[src/sv/fcrc_pkg.sv]
`timescale 1ns / 1ps
`default_nettype none
// ----------------------------------------------------------------------------
// fcrc_pkg
// Shared types and constants for the frame CRC-16 / byte checksum block.
// ----------------------------------------------------------------------------
package fcrc_pkg;

   localparam int unsigned CRC_W = 16;
   localparam int unsigned SUM_W = 8;

   // CCITT x^16+x^12+x^5+1, top bit implied
   localparam logic [CRC_W-1:0] CRC_POLY = 16'h1021;

   localparam logic KIND_CRC = 1'b0;
   localparam logic KIND_SUM = 1'b1;

   typedef struct packed {
      logic             kind;
      logic [CRC_W-1:0] value;
   } result_type;

   typedef struct packed {
      logic shift_en;
      logic data_bit;
      logic sum_clear;
   } core_ctrl_type;

   typedef struct packed {
      logic             frame_done;  // this shift closed a frame
      logic [CRC_W-1:0] frame_crc;   // remainder after this shift
      logic             frame_open;  // bits held in the frame after this cycle
      logic [SUM_W-1:0] sum;         // running sum of complemented CRC bytes
   } core_stat_type;

endpackage
`default_nettype wire

[src/sv/frame_crc16_with_checksum_top.sv]
`timescale 1ns / 1ps
`default_nettype none
// ----------------------------------------------------------------------------
// frame_crc16_with_checksum_top
// Cuts a byte stream into FRAME_BITS-bit frames, emits the CRC-16 of each
// frame and, on the final byte, the two's complement byte checksum.
// ----------------------------------------------------------------------------
//
//   channel  dir  handshake            payload
//   req      in   req_valid/req_stall  req_data_byte[7:0], req_final_byte
//   rsp      out  rsp_valid/rsp_stall  rsp_result_kind, rsp_result_value[15:0],
//                                      rsp_run_end
//
// Steps: accept, shift the byte in (one bit a cycle through the CRC unit),
//   on a final byte pad any open frame and form the checksum, then emit
//   each result beat (none when the list is empty), waiting while
//   rsp_stall holds the output register.
// The single bit-serial CRC unit sets the rate; req_stall is high from accept
//   until the last result beat is loaded into the output register.
// Reset is synchronous and clears CRC, bit count, sum and any held result.
// The output register lets the next byte be taken while a beat still waits.
//
module frame_crc16_with_checksum_top #(
   parameter int unsigned FRAME_BITS = 100
) (
   input  wire         clock,
   input  wire         reset,
   input  wire         req_valid,
   output logic        req_stall,
   input  wire  [7:0]  req_data_byte,
   input  wire         req_final_byte,
   output logic        rsp_valid,
   input  wire         rsp_stall,
   output logic        rsp_result_kind,
   output logic [15:0] rsp_result_value,
   output logic        rsp_run_end
);

   typedef enum logic [2:0] {
      ST_IDLE,
      ST_SHIFT,
      ST_PAD,
      ST_CHECK,
      ST_EMIT
   } state_type;

   localparam logic [1:0] LEN_FULL = 2'd3;   // more results than one call returns

   state_type               state_ff, state_in;
   logic [7:0]              byte_ff, byte_in;
   logic                    final_ff, final_in;
   logic [2:0]              bidx_ff, bidx_in;
   logic [1:0]              len_ff, len_in;
   logic                    eidx_ff, eidx_in;
   logic                    held_valid_ff, held_valid_in;
   fcrc_pkg::result_type    held_ff, held_in;
   logic                    rsp_valid_ff, rsp_valid_in;
   fcrc_pkg::result_type    rsp_data_ff, rsp_data_in;
   logic                    rsp_run_end_ff, rsp_run_end_in;

   // result list for the current beat: slot 2 becomes the held result
   fcrc_pkg::result_type    slot_ff [3];
   logic                    slot_wr_en;
   logic [1:0]              slot_wr_idx;
   fcrc_pkg::result_type    slot_wr_data;

   fcrc_pkg::core_ctrl_type ctrl;
   fcrc_pkg::core_stat_type stat;

   logic                    push;
   fcrc_pkg::result_type    push_data;
   logic [1:0]              n_emit;
   logic                    out_free;

   fcrc_core #(
      .FRAME_BITS (FRAME_BITS)
   ) u_core (
      .clock (clock),
      .reset (reset),
      .ctrl  (ctrl),
      .stat  (stat)
   );

   assign n_emit   = (len_ff == LEN_FULL) ? 2'd2 : len_ff;
   assign out_free = !rsp_valid_ff || !rsp_stall;

   always_comb begin
      state_in       = state_ff;
      byte_in        = byte_ff;
      final_in       = final_ff;
      bidx_in        = bidx_ff;
      len_in         = len_ff;
      eidx_in        = eidx_ff;
      held_valid_in  = held_valid_ff;
      held_in        = held_ff;
      rsp_valid_in   = rsp_valid_ff && rsp_stall;
      rsp_data_in    = rsp_data_ff;
      rsp_run_end_in = rsp_run_end_ff;
      ctrl           = '0;
      push           = 1'b0;
      push_data      = '0;
      slot_wr_en     = 1'b0;
      slot_wr_idx    = len_ff;
      slot_wr_data   = push_data;

      unique case (state_ff)
         ST_IDLE: begin
            if (req_valid) begin
               byte_in       = req_data_byte;
               final_in      = req_final_byte;
               bidx_in       = 3'd7;
               eidx_in       = 1'b0;
               held_valid_in = 1'b0;
               state_in      = ST_SHIFT;
               // a result deferred by the previous beat goes out first
               if (held_valid_ff) begin
                  slot_wr_en   = 1'b1;
                  slot_wr_idx  = 2'd0;
                  slot_wr_data = held_ff;
                  len_in       = 2'd1;
               end else begin
                  len_in = 2'd0;
               end
            end
         end
         ST_SHIFT: begin
            ctrl.shift_en = 1'b1;
            ctrl.data_bit = byte_ff[bidx_ff];
            push          = stat.frame_done;
            push_data     = '{kind: fcrc_pkg::KIND_CRC, value: stat.frame_crc};
            if (bidx_ff == 3'd0) begin
               if (!final_ff) begin
                  state_in = ST_EMIT;
               end else if (stat.frame_open) begin
                  state_in = ST_PAD;
               end else begin
                  state_in = ST_CHECK;
               end
            end else begin
               bidx_in = bidx_ff - 3'd1;
            end
         end
         ST_PAD: begin
            ctrl.shift_en = 1'b1;
            ctrl.data_bit = 1'b0;
            push          = stat.frame_done;
            push_data     = '{kind: fcrc_pkg::KIND_CRC, value: stat.frame_crc};
            if (stat.frame_done) begin
               state_in = ST_CHECK;
            end
         end
         ST_CHECK: begin
            ctrl.sum_clear = 1'b1;
            push           = 1'b1;
            push_data      = '{kind:  fcrc_pkg::KIND_SUM,
                               value: {8'h00, 8'(8'd0 - stat.sum)}};
            state_in       = ST_EMIT;
         end
         ST_EMIT: begin
            if (n_emit == 2'd0) begin
               state_in = ST_IDLE;
            end else if (out_free) begin
               rsp_valid_in   = 1'b1;
               rsp_data_in    = slot_ff[{1'b0, eidx_ff}];
               rsp_run_end_in = ({1'b0, eidx_ff} == n_emit - 2'd1);
               if (rsp_run_end_in) begin
                  state_in      = ST_IDLE;
                  held_valid_in = (len_ff == LEN_FULL);
                  held_in       = slot_ff[2];
               end else begin
                  eidx_in = 1'b1;
               end
            end
         end
         default: begin
            state_in = ST_IDLE;
         end
      endcase

      // results past the third are dropped, as only one can be held
      if (push && (len_ff != LEN_FULL)) begin
         slot_wr_en   = 1'b1;
         slot_wr_idx  = len_ff;
         slot_wr_data = push_data;
         len_in       = len_ff + 2'd1;
      end
   end

   always_ff @(posedge clock) begin
      if (reset) begin
         state_ff       <= ST_IDLE;
         len_ff         <= '0;
         eidx_ff        <= 1'b0;
         bidx_ff        <= '0;
         held_valid_ff  <= 1'b0;
         rsp_valid_ff   <= 1'b0;
         rsp_run_end_ff <= 1'b0;
      end else begin
         state_ff       <= state_in;
         len_ff         <= len_in;
         eidx_ff        <= eidx_in;
         bidx_ff        <= bidx_in;
         held_valid_ff  <= held_valid_in;
         rsp_valid_ff   <= rsp_valid_in;
         rsp_run_end_ff <= rsp_run_end_in;
      end
      byte_ff     <= byte_in;
      final_ff    <= final_in;
      held_ff     <= held_in;
      rsp_data_ff <= rsp_data_in;
   end

   always_ff @(posedge clock) begin
      if (slot_wr_en) begin
         slot_ff[slot_wr_idx] <= slot_wr_data;
      end
   end

   assign req_stall        = (state_ff != ST_IDLE);
   assign rsp_valid        = rsp_valid_ff;
   assign rsp_result_kind  = rsp_data_ff.kind;
   assign rsp_result_value = rsp_data_ff.value;
   assign rsp_run_end      = rsp_run_end_ff;

   // ---- assertions ----------------------------------------------------------

   // list starts with the deferred result only if one was held
   a_accept_len: assert property (@(posedge clock) disable iff (reset)
      (req_valid && !req_stall) |=> (len_ff == {1'b0, $past(held_valid_ff)}))
      else $error("result list not primed correctly on accept");

   // checksum step always leaves at least one result to send
   a_check_push: assert property (@(posedge clock) disable iff (reset)
      (state_ff == ST_CHECK) |=> (len_ff != 2'd0))
      else $error("checksum missing from result list");

   // the second beat sent in a run is marked as the last one
   a_run_end: assert property (@(posedge clock) disable iff (reset)
      ((state_ff == ST_EMIT) && (n_emit != 2'd0) && out_free && (eidx_ff == 1'b1))
      |=> rsp_run_end_ff)
      else $error("second beat of a run not marked as last");

endmodule
`default_nettype wire

[src/sv/fcrc_core.sv]
`timescale 1ns / 1ps
`default_nettype none
// ----------------------------------------------------------------------------
// fcrc_core
// Bit-serial CRC-16 unit with frame bit counter and checksum accumulator.
// ----------------------------------------------------------------------------
module fcrc_core #(
   parameter int unsigned FRAME_BITS = 100
) (
   input  wire                    clock,
   input  wire                    reset,
   input  wire fcrc_pkg::core_ctrl_type ctrl,
   output fcrc_pkg::core_stat_type stat
);

   localparam int unsigned CntW = $clog2(FRAME_BITS + 1);

   logic [fcrc_pkg::CRC_W-1:0] crc_ff, crc_in, crc_step;
   logic [CntW-1:0]            cnt_ff, cnt_in, cnt_step;
   logic [fcrc_pkg::SUM_W-1:0] sum_ff, sum_in;
   logic                       done;

   always_comb begin
      crc_step = {crc_ff[fcrc_pkg::CRC_W-2:0], 1'b0}
               ^ ((crc_ff[fcrc_pkg::CRC_W-1] ^ ctrl.data_bit) ? fcrc_pkg::CRC_POLY
                                                                : '0);
      cnt_step = cnt_ff + CntW'(1);
      done     = ctrl.shift_en && (cnt_step == CntW'(FRAME_BITS));

      crc_in = crc_ff;
      cnt_in = cnt_ff;
      sum_in = sum_ff;
      if (ctrl.shift_en) begin
         if (done) begin
            crc_in = '0;
            cnt_in = '0;
            sum_in = sum_ff + (~crc_step[7:0]) + (~crc_step[15:8]);
         end else begin
            crc_in = crc_step;
            cnt_in = cnt_step;
         end
      end
      if (ctrl.sum_clear) begin
         sum_in = '0;
      end

      stat.frame_done = done;
      stat.frame_crc  = crc_step;
      stat.frame_open = (cnt_in != '0);
      stat.sum        = sum_ff;
   end

   always_ff @(posedge clock) begin
      if (reset) begin
         crc_ff <= '0;
         cnt_ff <= '0;
         sum_ff <= '0;
      end else begin
         crc_ff <= crc_in;
         cnt_ff <= cnt_in;
         sum_ff <= sum_in;
      end
   end

endmodule
`default_nettype wire

[config.mk]
export PLATFORM = sky130hd
export DESIGN_NAME = frame_crc16_with_checksum_top
export DESIGN_NICKNAME = d
export VERILOG_FILES = /design/src/sv/fcrc_pkg.sv /design/src/sv/frame_crc16_with_checksum_top.sv /design/src/sv/fcrc_core.sv
export SDC_FILE = /design/constraint.sdc
export NUM_CORES = 1
export LEC_CHECK = 0
export ABC_CLOCK_PERIOD_IN_PS = 8400
export BUFFER_PORTS_ARGS = -buffer_cell sky130_fd_sc_hd__buf_2
export CAP_MARGIN = 20
export CORE_ASPECT_RATIO = 0.8
export CORE_MARGIN = 4
export CORE_UTILIZATION = 45
export DETAILED_ROUTE_END_ITERATION = 16
export PLACE_DENSITY = 0.74
export SLEW_MARGIN = 5
export SYNTH_ARGS = -nofsm -noshare
export SYNTH_HDL_FRONTEND = slang
export SYNTH_HIERARCHICAL = 1
export SYNTH_SLANG_ARGS = --single-unit
[constraint.sdc]
create_clock -name clock -period 8.4 [get_ports clock]
set_input_delay 0.42 -clock clock [delete_from_list [all_inputs] [get_ports clock]]
set_output_delay 0.42 -clock clock [all_outputs]
set_load 0.02 [all_outputs]
==> metrics.md, run 1 <==
| Metric | Value |
|---|---|
| Vias in the first global route | 3,954 |
| Gr ovfl total | 0 |
| Final nets | 557 |
| Buf/Inv on CP | 1 |
| Max Buffers Root-to-Sink | 2 |
| Seq cells post-synth | 137 |
| Max-slew violations | 0 |
| Avg Inst Size Synth | 12.3 um2 |
| CTS H-Tree Depth | 4 |
| Yosys warning total | 6 |
| RSZ-0062 raised after global routing | false |
| Initial antenna violation count | 0 |
| Filler cells | 1,078 |
| M1 GR Usage | 20.5% |
| Area grow syn2layout | 14.0% |
| Final hold viol count | 0 |
| Core ar. | 0.0131 mm2 |
| Final Core Density | 53.4% |
| Initial DRC count | 362 |
| Cts bufs inserted | 17 |
| TNS Setup | 0 ps |
| Fin cells | 710 |
| Status | finished, final reports clean |
| # IOs | 33 |
| Commonest cells after routing, fill and taps aside | edfxtp_1 (94), dfxtp_1 (43), nor2_1 (34), a21oi_1 (34), buf_2 (32) |
| Leakage | 0.00245 uW |
| Post-Syn Area | 0.00616 mm2 |
| Worst EP required | 8750 ps |
| Most common cell after layout, fill and taps aside | edfxtp_1 |
| Design Power | 1760 uW |
| EDFF count, synth | 94 |
| HP Class | primary input to flop |
| Worst-path cell chain | nor3b_2 > nor2b_1 > xnor2_1 > buf_4 > xor2_1 > fa_1 > ha_1 > o21a_1 > o31ai_1 > a21oi_1 > xnor2_1 > or3_1 > a21oi_1 |
| Initial Utilization | 46.9% |
| Clk_skew | 9.46 ps |
| Pre-antenna DRT Iters | 5 |
| CTS tree | done |
| Startpoint Class | flop |
| Post_cts resized | 0 |
| First-pass GRT wire length | 20,000 um |
| Tmin final | 3900 ps |
| Clock root buffer | clkbuf_16 |
| ANT nets after route | 0 |
| Gpl congestion | 0.829 |
| Fraction of layout cells with a size suffix above 1 | 18.9% |
| Pwr per Cell Area | 251 mW/mm2 |
| Vias | 3,893 |
| Row count | 37 |
| DRC | 0 |
| Diode count | 0 |
| Primary FF master, synth | edfxtp_1 |
| Detailed placement HPWL | 7850 um |
| Mapped Cells | 502 |
| Routed wire length | 12,000 um |
| Met2 GRT Util | 26.6% |
| CTS clk-pin slew, worst paths | 60 ps |
| Worst-Skew Late Latency | 420 ps |
| Max-Cap Viols | 0 |
| IO Port Bufs | 32 |
| Hold buffer count at cts | 0 |
| Fraction of registers with async set/reset | 0% |
| R2R Path Start | state_ff[0] |
| GR Util All Layers | 16.2% |
| Unique masters post-synth | 61 |
| Max VDD drop | 0.000140 V |
| Critical-path top delay cell | dfxtp_1 |
| Most Crowded Layer GR | met2 |
| Vias per std cell | 5.48 |
| Final setup fails | 0 |
| Post-DR wirelength/cell | 16.8 um |
| Sink Count | 137 |
| Maximum number of pins on one net before global-route repair | 46 |
| Synthesized net count | 537 |
| Critical path origin | state_ff[0] |
| Die area | 0.0156 mm2 |
| Critical path's largest stage delay | 640 ps |
| Share of the yosys chip area belonging to registers | 59.8% |
| # Post-CTS Setup Buffers | 0 |
| Placed insts | 678 |
| Hold_sp | req_data_byte[7] |
| Critical Path Sink Type | flop |
| Met3 usage | 4.13% |
| DIE HEIGHT | 113 um |
| Die X | 139 um |
| Arr. time, crit path | 4250 ps |
| Slew Limit Headroom | 34.6% |
| Crit Path Max Fanout | 15 |
| CP Class | flop to flop |
| Worst slew pin tran | 976 ps |
| Largest delay contributor family on the critical path | simple AND/OR/NAND/NOR gates |
| Fmax | 256 MHz |
| Tcrit/Tclk final | 46.5% |
cells by family (layout without fill, tap and decap cells):
group / Yosys count / after routing / share of synthesized area (%)
DFF: 137 / 137 / 59.8
buffers and inverters: 69 / 102 / 5.58
muxes: 26 / 26 / 4.99
xor gates and xnor gates: 21 / 21 / 2.98
adders and majority gates: 23 / 23 / 5.60
and+or+nand+nor: 140 / 140 / 12.1
AOI/OAI and AO/OA: 86 / 86 / 8.97
layout make-up:
cell class,count,area [um2],share of cell area (%)
flip-flops and latches,137,3680,52.4
multi-input cells,296,2150,30.6
clock buffers,18,429,6.11
clock inverters,14,219,3.12
well taps,175,219,3.12
repair buffers,38,205,2.92
inverters,32,120,1.71
worst paths after layout:
path | slack [ps] | depth (start not counted) | endpoint
min reg2reg | 420 | 0 | held_ff[0]
min | 180 | 1 | byte_ff[7]
max | 4500 | 13 | u_core/sum_ff[7]
max reg2reg | 4500 | 13 | u_core/sum_ff[7]
flip-flops by register name (all words and copies together) (netlist names):
signal / count
slot_ff: 51
held_ff: 17
rsp_result_value: 16
u_core/crc_ff: 16
byte_ff: 8
u_core/sum_ff: 8
u_core/cnt_ff: 7
bidx_ff: 3
state_ff: 3
len_ff: 2
eidx_ff: 1
final_ff: 1
held_valid_ff: 1
rsp_result_kind: 1
rsp_run_end: 1
rsp_valid: 1
synth_stat cells, drive strengths merged (2+ instances only):
library cell   n  area (um2)
or3            3        18.8
xnor2         13         114
nor4b          2        32.5
nor2          36         143
nand2         28         105
xor2           8        70.1
nor3b          2        20.0
nor2b          7        43.8
o21ai         16        83.8
and3b          2        17.5
a31oi          4        25.0
nor4           2        12.5
a22oi          5        42.5
nand4          2        12.5
a311oi         3        26.3
a221o          2        20.0
buf           26         181
mux4           2        45.0
and2           4        25.0
o22ai          3        18.8
a222oi         2        20.0
a21oi         34         170
nor3           8        40.0
nand3         19         100
o211ai         2        15.0
fa             8         160
mux2          18         203
ha            14         175
a211oi         2        20.0
clkbuf        11        42.5
edfxtp        94        2820
inv           32         120
dfxtp         43         861
nand2b        17         106
a22o           8        70.1
mux2i          6        60.1
nand3b         3        22.5
routing by layer:
metal / share of wire [%] / vias to the layer above / routed length (um)
met5: 0 / - / 0
met4: 1.6 / 0 / 194
met3: 5.0 / 19 / 598
met2: 49 / 109 / 5850
met1: 44 / 1926 / 5320
li1: - / 1839 / -
report_power, final:
part | switching (uW) | total (uW) | internal, uW
registers | 25.9 | 760 | 734
clock network | 285 | 814 | 529
logic | 99.9 | 186 | 86.5
through the flow:
| stage | instance area [um2] | hold slack, ps | worst slack [ps] |
|---|---|---|---|
| after floorplan | 6160 | 400 | 4610 |
| after global placement | 6380 | 401 | 4710 |
| after detailed placement | 6380 | 408 | 4590 |
| after CTS | 7020 | 158 | 4520 |
| after global routing | 7020 | 164 | 4210 |
| final | 7020 | 176 | 4500 |
(Power assumes the default switching activity.)
==> inputs of run 2 (changes only) <==
- ABC_AREA: unset -> 1
- ABC_CLOCK_PERIOD_IN_PS: 8400 -> 4100
- clock period: 8.4 -> 4.1 ns (I/O delays scaled with it)
==> metrics.md, run 2 <==
| Metric | Value |
|---|---|
| Status | finished, final reports clean |
| Main combinational cell family by area after synthesis | simple AND/OR/NAND/NOR gates |
| Fmax | 291 MHz (+13%) |
| Final nets | 679 (+22%) |
| Area grow syn2layout | 14.2% |
| Detailed placement HPWL | 8270 um (+5.3%) |
| Initial antenna violation count | 0 (unchanged) |
| Synth area leaders | edfxtp_1 (46%), dfxtp_1 (14%), nand2_1 (9.9%) |
| Final setup fails | 0 (unchanged) |
| Most flops, register | slot_ff |
| Max-slew violations | 0 (unchanged) |
| Synth Area in Compound Gates | 7.89% (-1.1 points) |
| Avg Inst Size Synth | 10.1 um2 (-17%) |
| Filler cells | 1,123 (+4.2%) |
| Top Registers | slot_ff (51), held_ff (17) |
| # IOs | 33 (unchanged) |
| Sink Count | 137 (unchanged) |
| Worst setup margin | 660 ps (-3840 ps) |
| DIE HEIGHT | 113 um (+0.17%) |
| Synthesized net count | 645 (+20%) |
| Mux contribution to synthesized area | 0.162% (-4.8 points) |
| Initial DRC count | 328 (-9.4%) |
| Row count | 38 (+2.7%) |
| Share of the yosys chip area belonging to registers | 59.5% (-0.22 points) |
| Commonest cells post-synth | nand2_1 (163), edfxtp_1 (94), inv_1 (61), a21oi_1 (44), dfxtp_1 (43) |
| Max reg flops | 51 (unchanged) |
| Diode count | 0 (unchanged) |
| Critical path's largest stage delay | 450 ps (-190 ps) |
| Max Buffers Root-to-Sink | 2 (unchanged) |
| Mapped Cells | 610 (+22%) |
| Synth top area share | 45.6% (-0.17 points) |
| Critical-path top delay cell | fa_1 |
| Primary FF master, synth | edfxtp_1 |
| Slew Limit Headroom | 47.8% (+13 points) |
| ANT nets after route | 0 (unchanged) |
| M1 GR Usage | 21.0% (+0.55 points) |
| Vias | 4,353 (+12%) |
| Cts bufs inserted | 17 (unchanged) |
| Clock root buffer | clkbuf_16 |
| Pre-antenna DRT Iters | 5 (unchanged) |
| Place WS | 763 ps (-3830 ps) |
| Maximum number of pins on one net before global-route repair | 33 (-28%) |
| Worst EP required | 4390 ps (-4360 ps) |
| First-pass GRT wire length | 20,500 um (+2.6%) |
| Vias in the first global route | 4,198 (+6.2%) |
| Tcrit/Tclk final | 83.9% (+37 points) |
| Pwr per Cell Area | 603 mW/mm2 (+140%) |
| Fraction of layout cells with a size suffix above 1 | 13.5% (-5.3 points) |
| Yosys warning total | 6 (unchanged) |
| Startpoint Class | flop |
| Post-Synth XOR/XNOR Area | 1.56% (-1.4 points) |
| Met2 GRT Util | 27.3% (+0.65 points) |
| Post_cts resized | 0 (unchanged) |
| Leakage | 0.00276 uW (+12%) |
| Tmin final | 3440 ps (-463 ps) |
| Most common cell after layout, fill and taps aside | nand2_1 |
| CTS tree | done |
| Synth Area in Simple Gates | 18.1% (+6.0 points) |
| CP Class | flop to flop |
| GR Util All Layers | 16.6% (+0.41 points) |
| Most Crowded Layer GR | met2 |
| Core ar. | 0.0135 mm2 (+2.7%) |
| Arr. time, crit path | 3730 ps (-520 ps) |
| IO Port Bufs | 32 (unchanged) |
| Initial Utilization | 45.8% (-1.1 points) |
| Design Power | 4260 uW (+140%) |
| Post-Syn Area | 0.00619 mm2 (+0.37%) |
| Commonest cells after routing, fill and taps aside | nand2_1 (163), edfxtp_1 (94), inv_1 (61) |
| Final Core Density | 52.3% (-1.1 points) |
| Area after DPL | 0.00639 mm2 (+0.16%) |
| Crit Path Max Fanout | 8 (-7) |
| Worst-Skew Late Latency | 420 ps (about the same) |
| Worst slew pin tran | 782 ps (-194 ps) |
| Post-synth top area cell | edfxtp_1 |
| Final hold viol count | 0 (unchanged) |
| DRC | 0 (unchanged) |
| Post-Synth Adder-Cell Area | 5.42% (-0.18 points) |
| Seq cells post-synth | 137 (unchanged) |
| Gr ovfl total | 0 (unchanged) |
| Worst-path cell chain | inv_1 > o21ai_0 > o211ai_1 > nand2_1 > nor2_1 > or2_2 > nand2_1 > xnor2_1 > inv_1 > fa_1 > ha_1 > a21oi_1 > o21ai_0 > a21oi_1 > xor2_1 > a21oi_1 |
| Max VDD drop | 0.000315 V (+130%) |
| TNS Setup | 0 ps (unchanged) |
| Max-Cap Viols | 0 (unchanged) |
| Most instantiated library cell after synthesis | nand2_1 |
| Fraction of registers with async set/reset | 0% (unchanged) |
| Die area | 0.0157 mm2 (+0.34%) |
| Gpl congestion | 0.973 (+17%) |
| EDFF count, synth | 94 (unchanged) |
| Die X | 139 um (+0.17%) |
| RSZ-0062 raised after global routing | false |
| Clk_skew | 8.07 ps (-1.39 ps) |
| # Post-CTS Setup Buffers | 0 (unchanged) |
| CP most frequent cell | a21oi_1 |
| Post-route cell area | 0.00706 mm2 (+0.55%) |
| CTS H-Tree Depth | 4 (unchanged) |
| HP Class | primary input to flop |
| Routed wire length | 12,600 um (+5.1%) |
| Vias per std cell | 5.20 (-5.2%) |
| CTS clk-pin slew, worst paths | 50 ps (about the same) |
| Post-DR wirelength/cell | 15.0 um (-11%) |
| Critical Path Sink Type | flop |
| Unique masters post-synth | 39 (-36%) |
| Met3 usage | 3.93% (-0.20 points) |
==> run 2: stage by stage <==
stage / hold WS [ps] / std cells
3_5_place_dp: 383 / 796
6_report: 106 / 837
3_3_place_gp: 382 / 796
5_1_grt: 126 / 837
4_1_cts: 87.8 / 837
2_1_floorplan: 274 / 610
==> run 2: report_power, final <==
part | internal (uW) | total (uW) | switching, uW
registers | 1630 | 1710 | 83.6
logic | 337 | 1050 | 708
clock network | 953 | 1510 | 553
==> run 2: layout make-up <==
type	count	area (um2)	area share, %
multi-input cells	379	2050	29.1
clock buffers	20	437	6.18
clock inverters	12	150	2.13
repair buffers	43	265	3.76
flip-flops and latches	137	3680	52.2
well taps	180	225	3.19
inverters	66	250	3.54
==> run 2: path summary, 6_finish.rpt <==
kind                        from               end  slack, ps  cells past startpoint
setup / recovery      bidx_ff[0]  u_core/sum_ff[7]        660                     16
hold / removal         rsp_stall         rsp_valid        110                      3
setup reg to reg      bidx_ff[0]  u_core/sum_ff[7]        660                     16
hold reg to reg   slot_ff[2][11]       held_ff[11]        420                      0
==> run 2: kinds of logic after synthesis <==
| kind of cell | Yosys count |
|---|---|
| xor+xnor | 11 |
| mux | 1 |
| buf+inv | 94 |
| simple gates | 259 |
| fa+ha+maj | 22 |
| flops | 137 |
| compound gates | 86 |
==> run 2: critical path, delay by kind of cell, from the launching register on <==
family	cells	cell delay, ps
compound gates	6	900
buf+inv	2	260
simple gates	4	580
fa+ha+maj	2	820
flops	1	410
xor+xnor	2	360
==> run 2: per-layer routing <==
| layer | wire, um | vias up | part of all wire [%] |
|---|---|---|---|
| met5 | 0 | - | 0 |
| met2 | 6020 | 159 | 48 |
| met4 | 277 | 0 | 2.2 |
| li1 | - | 2100 | - |
| met1 | 5530 | 2073 | 44 |
| met3 | 735 | 21 | 5.9 |
==> run 2: what timing repair did <==
| action | 4_1_cts | 5_1_grt |
|---|---|---|
| hold buffers | 9 | 0 |
| endpoints found under the hold margin | 9 | 0 |
| setup endpoints to repair | 0 | 0 |
